$ cat src/rtl/bqed_pkg.sv
// Shared types, constants and the quadrature transition table for the
// button and quadrature event decoder. No dependencies.
package bqed_pkg;

    // Number of encoders wired to the encoder port (pin pairs 2e, 2e+1)
    localparam int NUM_ENCODERS = 4;

    localparam int PIN_W   = 8;
    localparam int PHASE_W = 4;
    localparam int ENC_SLOTS = PIN_W / 2;

    // Detent markers in the transition table
    localparam logic [7:0] DETENT_A   = 8'hF0;
    localparam logic [7:0] DETENT_B   = 8'h0F;
    localparam logic [3:0] PHASE_MASK = 4'hF;
    localparam logic [7:0] PAIR_MASK  = 8'h03;

    // Port selector carried in tuser
    localparam logic CMD_BUTTON  = 1'b0;
    localparam logic CMD_ENCODER = 1'b1;

    typedef struct packed {
        logic [PIN_W-1:0]                    button_expect;
        logic [PIN_W-1:0]                    encoder_expect;
        logic [ENC_SLOTS-1:0][PHASE_W-1:0]   encoder_phase;
    } t_state;

    typedef struct packed {
        logic [PIN_W-1:0] encoder_level_mask;
        logic [PIN_W-1:0] button_level_mask;
        logic [PIN_W-1:0] rotation_event;
        logic [PIN_W-1:0] button_event;
    } t_result;

    // Quadrature transition table: row is the current phase, column the
    // Gray-coded input pair; rows without an entry read as an invalid move.
    function automatic logic [7:0] step_next(input logic [3:0] row, input logic [1:0] col);
        logic [7:0] nxt;
        nxt = 8'h00;
        case ({row, col})
            {4'd0,  2'd1}: nxt = 8'h01;
            {4'd0,  2'd2}: nxt = 8'h08;
            {4'd1,  2'd1}: nxt = 8'h01;
            {4'd1,  2'd3}: nxt = 8'h03;
            {4'd2,  2'd0}: nxt = DETENT_B;
            {4'd2,  2'd2}: nxt = 8'h02;
            {4'd2,  2'd3}: nxt = 8'h03;
            {4'd3,  2'd1}: nxt = 8'h01;
            {4'd3,  2'd2}: nxt = 8'h02;
            {4'd3,  2'd3}: nxt = 8'h03;
            {4'd4,  2'd0}: nxt = DETENT_A;
            {4'd4,  2'd1}: nxt = 8'h04;
            {4'd4,  2'd3}: nxt = 8'h0C;
            {4'd8,  2'd2}: nxt = 8'h08;
            {4'd8,  2'd3}: nxt = 8'h0C;
            {4'd12, 2'd1}: nxt = 8'h04;
            {4'd12, 2'd2}: nxt = 8'h08;
            {4'd12, 2'd3}: nxt = 8'h0C;
            default:       nxt = 8'h00;
        endcase
        return nxt;
    endfunction

endpackage

$ cat src/rtl/button_and_quadrature_event_decoder.sv
// Top level of the button and quadrature event decoder: input register,
// decoder state, result register. Depends on bqed_pkg and bqed_step.
//
// Usage:
//   Slave channel (i_s_*) takes one debounced event word per handshake:
//   tdata is the active pin set, tuser selects the port (0 buttons,
//   1 encoders). Empty or multi-pin sets change nothing.
//   Master channel (o_m_*) gives exactly one result word per event:
//   button_event, rotation_event, button_level_mask, encoder_level_mask.
//   A word passes from the input handshake through the input register,
//   then through the decode logic into the result register. Throughput
//   is one word per cycle while the receiver takes each result, set by
//   the combinational table lookup and mask update between the registers.
//   When the receiver stalls, the result register holds its word and the
//   input register still takes one more word; then o_s_tready drops until
//   the result is taken.
//   Synchronous active-low reset empties both registers, sets both
//   expected-level masks to all ones and clears all encoder phases.
module button_and_quadrature_event_decoder (
    input  logic        i_clk,
    input  logic        i_rst_n,
    // event input
    input  logic        i_s_tvalid,
    output logic        o_s_tready,
    input  logic [7:0]  i_s_tdata,   // [7:0] active_pins
    input  logic [0:0]  i_s_tuser,   // [0] cmd
    // result output
    output logic        o_m_tvalid,
    input  logic        i_m_tready,
    output logic [31:0] o_m_tdata    // [7:0] button_event, [15:8] rotation_event,
                                     // [23:16] button_level_mask,
                                     // [31:24] encoder_level_mask
);

    logic                          r_in_valid;
    logic                          r_cmd;
    logic [bqed_pkg::PIN_W-1:0]    r_pins;
    bqed_pkg::t_state              r_state;
    bqed_pkg::t_state              n_state;
    bqed_pkg::t_result             r_res;
    bqed_pkg::t_result             n_res;
    logic                          r_out_valid;
    logic                          fire;
    logic                          in_take;

    // Advance a word when the result register is free or being drained
    assign fire       = r_in_valid && (!r_out_valid || i_m_tready);
    assign o_s_tready = !r_in_valid || fire;
    assign in_take    = i_s_tvalid && o_s_tready;

    // Capture the incoming word
    always_ff @(posedge i_clk) begin
        if (!i_rst_n) begin
            r_in_valid <= 1'b0;
        end else if (in_take) begin
            r_in_valid <= 1'b1;
        end else if (fire) begin
            r_in_valid <= 1'b0;
        end
    end

    always_ff @(posedge i_clk) begin
        if (in_take) begin
            r_cmd  <= i_s_tuser[0];
            r_pins <= i_s_tdata;
        end
    end

    bqed_step u_step (
        .i_state  (r_state),
        .i_cmd    (r_cmd),
        .i_pins   (r_pins),
        .o_state  (n_state),
        .o_result (n_res)
    );

    // Commit decoder state with each advanced word
    always_ff @(posedge i_clk) begin
        if (!i_rst_n) begin
            r_state.button_expect  <= '1;
            r_state.encoder_expect <= '1;
            r_state.encoder_phase  <= '0;
        end else if (fire) begin
            r_state <= n_state;
        end
    end

    // Hold the result until the receiver takes it
    always_ff @(posedge i_clk) begin
        if (!i_rst_n) begin
            r_out_valid <= 1'b0;
        end else if (fire) begin
            r_out_valid <= 1'b1;
        end else if (i_m_tready) begin
            r_out_valid <= 1'b0;
        end
    end

    always_ff @(posedge i_clk) begin
        if (fire) begin
            r_res <= n_res;
        end
    end

    assign o_m_tvalid = r_out_valid;
    assign o_m_tdata  = r_res;

`ifndef ASSERT_OFF
    // A single word never reports both a press and a detent
    a_one_event: assert property (@(posedge i_clk) disable iff (!i_rst_n)
        r_out_valid |-> (r_res.button_event == '0 || r_res.rotation_event == '0))
        else $error("button and rotation event in one word");

    // Events name a single pin
    a_event_onehot: assert property (@(posedge i_clk) disable iff (!i_rst_n)
        r_out_valid |-> ($onehot0(r_res.button_event) && $onehot0(r_res.rotation_event)))
        else $error("event is not one-hot");

    // Encoder phases only reach defined table rows
    a_phase_rows: assert property (@(posedge i_clk) disable iff (!i_rst_n)
        (r_state.encoder_phase[0] < 4'd13) && (r_state.encoder_phase[1] < 4'd13)
        && (r_state.encoder_phase[2] < 4'd13) && (r_state.encoder_phase[3] < 4'd13))
        else $error("encoder phase outside table");

    // A stalled result word stays put
    a_hold_result: assert property (@(posedge i_clk) disable iff (!i_rst_n)
        (r_out_valid && !i_m_tready) |=> (r_out_valid && $stable(r_res)))
        else $error("result word changed under stall");
`endif

endmodule

$ cat src/rtl/bqed_step.sv
// Next-state and result logic for one event word of the decoder.
// Depends on bqed_pkg (state/result types, transition table).
module bqed_step (
    input  bqed_pkg::t_state             i_state,
    input  logic                         i_cmd,
    input  logic [bqed_pkg::PIN_W-1:0]   i_pins,
    output bqed_pkg::t_state             o_state,
    output bqed_pkg::t_result            o_result
);

    logic                         pin_valid;
    logic [2:0]                   pin_idx;
    logic [1:0]                   enc;
    logic                         enc_present;
    logic [bqed_pkg::PHASE_W-1:0] last;
    logic [1:0]                   col_base;
    logic [1:0]                   col;
    logic [7:0]                   nxt;
    logic [bqed_pkg::PIN_W-1:0]   pair;
    logic                         reset_move;

    // Accept only a single active pin
    assign pin_valid = (i_pins != '0) && ((i_pins & (i_pins - 8'd1)) == '0);

    // Encode the one-hot pin to its index
    always_comb begin
        pin_idx = '0;
        for (int i = 0; i < bqed_pkg::PIN_W; i++) begin
            if (i_pins[i]) begin
                pin_idx = pin_idx | 3'(i);
            end
        end
    end

    assign enc         = pin_idx[2:1];
    assign enc_present = ({1'b0, enc} < 3'(bqed_pkg::NUM_ENCODERS));
    assign last        = i_state.encoder_phase[enc] & bqed_pkg::PHASE_MASK;
    assign col_base    = (last > 4'd3) ? last[3:2] : last[1:0];
    assign col         = col_base ^ (pin_idx[0] ? 2'b10 : 2'b01);
    assign nxt         = bqed_pkg::step_next(last, col);
    assign pair        = bqed_pkg::PAIR_MASK << {enc, 1'b0};
    assign reset_move  = (nxt == 8'h00) || (nxt == bqed_pkg::DETENT_A)
                      || (nxt == bqed_pkg::DETENT_B);

    // Update the addressed button bit or encoder nibble
    always_comb begin
        o_state                 = i_state;
        o_result.button_event   = '0;
        o_result.rotation_event = '0;
        if (pin_valid) begin
            if (i_cmd == bqed_pkg::CMD_BUTTON) begin
                if ((i_state.button_expect & i_pins) != '0) begin
                    o_state.button_expect = i_state.button_expect & ~i_pins;
                end else begin
                    o_state.button_expect = i_state.button_expect | i_pins;
                    o_result.button_event = i_pins;
                end
            end else if (enc_present) begin
                if (reset_move) begin
                    o_state.encoder_phase[enc] = '0;
                    o_state.encoder_expect     = i_state.encoder_expect | pair;
                    if (nxt != 8'h00) begin
                        o_result.rotation_event = i_pins;
                    end
                end else begin
                    o_state.encoder_phase[enc] = nxt[3:0];
                    o_state.encoder_expect     = i_state.encoder_expect ^ i_pins;
                end
            end
        end
        o_result.button_level_mask  = o_state.button_expect;
        o_result.encoder_level_mask = o_state.encoder_expect;
    end

endmodule
$ cat config.mk
export PLATFORM = sky130hd
export DESIGN_NAME = button_and_quadrature_event_decoder
export DESIGN_NICKNAME = d
export VERILOG_FILES = /design/src/rtl/bqed_pkg.sv /design/src/rtl/button_and_quadrature_event_decoder.sv /design/src/rtl/bqed_step.sv
export SDC_FILE = /design/constraint.sdc
export NUM_CORES = 1
export LEC_CHECK = 0
export ABC_AREA = 1
export BUFFER_PORTS_ARGS = -buffer_cell sky130_fd_sc_hd__buf_4
export CORE_UTILIZATION = 30
export CTS_CLUSTER_DIAMETER = 50
export DETAILED_ROUTE_END_ITERATION = 12
export SLEW_MARGIN = 10
export SYNTH_ARGS = -nofsm -noshare
export SYNTH_HDL_FRONTEND = slang
export SYNTH_SLANG_ARGS = --single-unit
$ cat constraint.sdc
create_clock -name i_clk -period 2.6 [get_ports i_clk]
set_input_delay 0.78 -clock i_clk [delete_from_list [all_inputs] [get_ports i_clk]]
set_output_delay 0.78 -clock i_clk [all_outputs]
set_load 0.05 [all_outputs]
==> reports/metrics.csv <==
metric,value,unit
GRT overflow,0,
DP Wirelength,6790,um
Worst EP required,2.69,ns
kind of critical path,flip-flop to flip-flop,
violated checks,negative setup slack,
"Seq/Total Area, Yosys",51.6,%
Rows,40,
Max transition margin,70.2,%
Mapped Area,3700,sq um
pwr dens,546,nW/um^2
average size of a mapped cell,8.52,sq um
Synth area leader,edfxtp_1,
Max Cap Viol,0,
drt drc,0,
DR iter-0 viols,185,
area grow syn2layout,50.2,%
Yosys cell types,31,
Syn Inst Count,435,
Via Count,3449,
Most used DFF post-synth,edfxtp_1,
pins over their slew limit,0,
Core ar.,12000,sq um
Hold Fails Final Rpt,0,
Port-buffer cells,46,
share of cells above drive strength 1,42.6,%
maximum vdd drop,0.262,mV
Overall Global Routing Usage,16.1,%
starting density of the core,30.8,%
"Core Util, Final",46.3,%
RSZ-0062 raised after global routing,yes,
clock sink count,75,
top-area cell type share of the netlist area,33.2,%
Hold Slack,0.496,ns
CTS buffer count,9,
most common cell in the netlist,nand2_1,
Seq cells post-synth,75,
clock transition at the registers of the reported paths,0.06,ns
status,finished with violations,
H-tree depth,3,
Worst Setup Start Kind,flip-flop,
Leak,0.00245,uW
die height,113,um
routed len/inst,14.2,um
Setup crit end kind,flip-flop,
Synth area leaders,"edfxtp_1, dfxtp_1, nand2_1, nand3_1, a21oi_1",
Via-to-Cell Ratio,4.78,
largest net degree at the start of global routing,29,
IO Pins,47,
fin nets,584,
WL final,10200,um
DRT antenna net count,0,
final worst-path setup slack,-0.466,ns
Hold Crit Class,flip-flop to flip-flop,
Max Freq,326,MHz
CTS root buf,clkbuf_16,
Clock Latency Late Sink,0.34,ns
worst slew pin tran,0.445,ns
n_diodes,0,
Tot Pwr,3040,uW
CTS Buffer Depth,2,
Die ar.,12800,sq um
Placer Congestion,0.865,
Syn Nets,449,
"EDFF count, synth",41,
post-layout min period,3.07,ns
worst-path fanout max,8,
"top cells by count, synth","nand2_1, nor2_1, edfxtp_1, nand3_1, a21oi_1",
initial antenna violation count,0,
arrival time worst endpoint,3.16,ns
vias in the first global route,3352,
first-pass GRT wire length,16000,um
Synth async-reset ratio,0,%
DRT Pass-1 Iters,4,
Fin Clk Skew,0.00815,ns
CTS tree,done,
"Period Utilization, post-route",118,%
Die X,113,um
yosys warns,0,
final setup vio count,40,
[path summary, 6_finish.rpt]
path / start / endpoint / slack (ns) / depth (start not counted)
max: r_pins[6] / o_m_tdata[14] / -0.47 / 23
min: flip-flop / flip-flop / 0.50 / 2
max reg2reg: r_pins[6] / o_m_tdata[14] / -0.47 / 23
min reg2reg: flip-flop / flip-flop / 0.50 / 2
[area by class of cell]
type	count	area, sq um
Fill cell	1095	6450
Clock buffer	9	225
Clock inverter	7	91.3
Timing Repair Buffer	136	1120
Inverter	45	180
Tap cell	147	184
Multi-Input combinational cell	303	1850
Sequential cell	75	1910
[placed cells by master, fill, tap and decap left out, types with 2 or more instances in the layout]
| cell | count |
|---|---|
| a21oi_1 | 28 |
| a21oi_2 | 8 |
| a221oi_1 | 2 |
| buf_12 | 3 |
| buf_4 | 121 |
| buf_6 | 9 |
| buf_8 | 2 |
| bufinv_16 | 2 |
| clkbuf_16 | 10 |
| clkinv_1 | 2 |
| clkinv_2 | 3 |
| clkinvlp_4 | 2 |
| dfxtp_1 | 34 |
| edfxtp_1 | 41 |
| inv_1 | 31 |
| inv_2 | 10 |
| nand2_1 | 82 |
| nand2_2 | 15 |
| nand2_4 | 11 |
| nand2_8 | 2 |
| nand3_1 | 29 |
| nand3_2 | 15 |
| nand3_4 | 4 |
| nand4_1 | 12 |
| nand4_4 | 2 |
| nor2_1 | 37 |
| nor2_2 | 6 |
| nor2_4 | 6 |
| o21ai_0 | 30 |
| o21ai_2 | 4 |
[timing repair]
item / in CTS / in global routing
gates cloned: 2 / 1
buffers inserted: 16 / 10
gates resized for setup: 38 / 36
endpoints found under the setup margin: 40 / 58
pin swaps: 24 / 11
hold buffers: 0 / 0
[worst max-delay path, stage by stage (launching register included)]
cell,delay [ns]
edfxtp_1,0.43
nor2_4,0.19
clkbuf_16,0.17
nand2_4,0.08
nand3_4,0.07
nand2_4,0.07
nor2_8,0.13
nand2_4,0.08
nand2_2,0.07
nand2_2,0.08
nand2_2,0.08
inv_2,0.05
ha_4,0.23
nand3_2,0.05
nand2_1,0.04
nand3b_1,0.18
buf_4,0.16
nand2_2,0.06
inv_2,0.04
nand2_4,0.07
buf_4,0.14
nand2_8,0.10
nand3_4,0.18
nor2_1,0.06
[metal layers]
layer | up-vias | GRT usage, % | routed length (um)
met3 | 16 | 3.21 | 322
met5 | - | 0 | 0
li1 | 1745 | - | -
met4 | 0 | 5.96 | 197
met2 | 73 | 28.3 | 5150
met1 | 1615 | 19.3 | 4560
[where the power goes]
group          internal [uW]  switching (uW)  leakage, uW
clock network            838             493     0.000156
registers               1300            28.5     0.000652
logic                    145             231      0.00164
[per-stage QoR]
| stage | TNS, ns | setup slack, ns | area (sq um) | cells |
|---|---|---|---|---|
| after floorplan | -6.87 | -0.253 | 3740 | 435 |
| after global placement | -12.20 | -0.395 | 4680 | 679 |
| after detailed placement | -14.85 | -0.498 | 4680 | 679 |
| after CTS | -13.18 | -0.383 | 5350 | 713 |
| after global routing | -22.87 | -0.650 | 5560 | 722 |
| final | -15.71 | -0.466 | 5560 | 722 |
[kinds of logic (layout without fill, tap and decap cells)]
logic type	Yosys count	count (layout)	share of synthesized area (%)
fa+ha+maj	1	1	0.338
simple gates	225	226	30.5
buf+inv	58	197	6.75
compound gates	76	76	10.8
flops	75	75	51.6
Power figures use the tool's default switching activity.
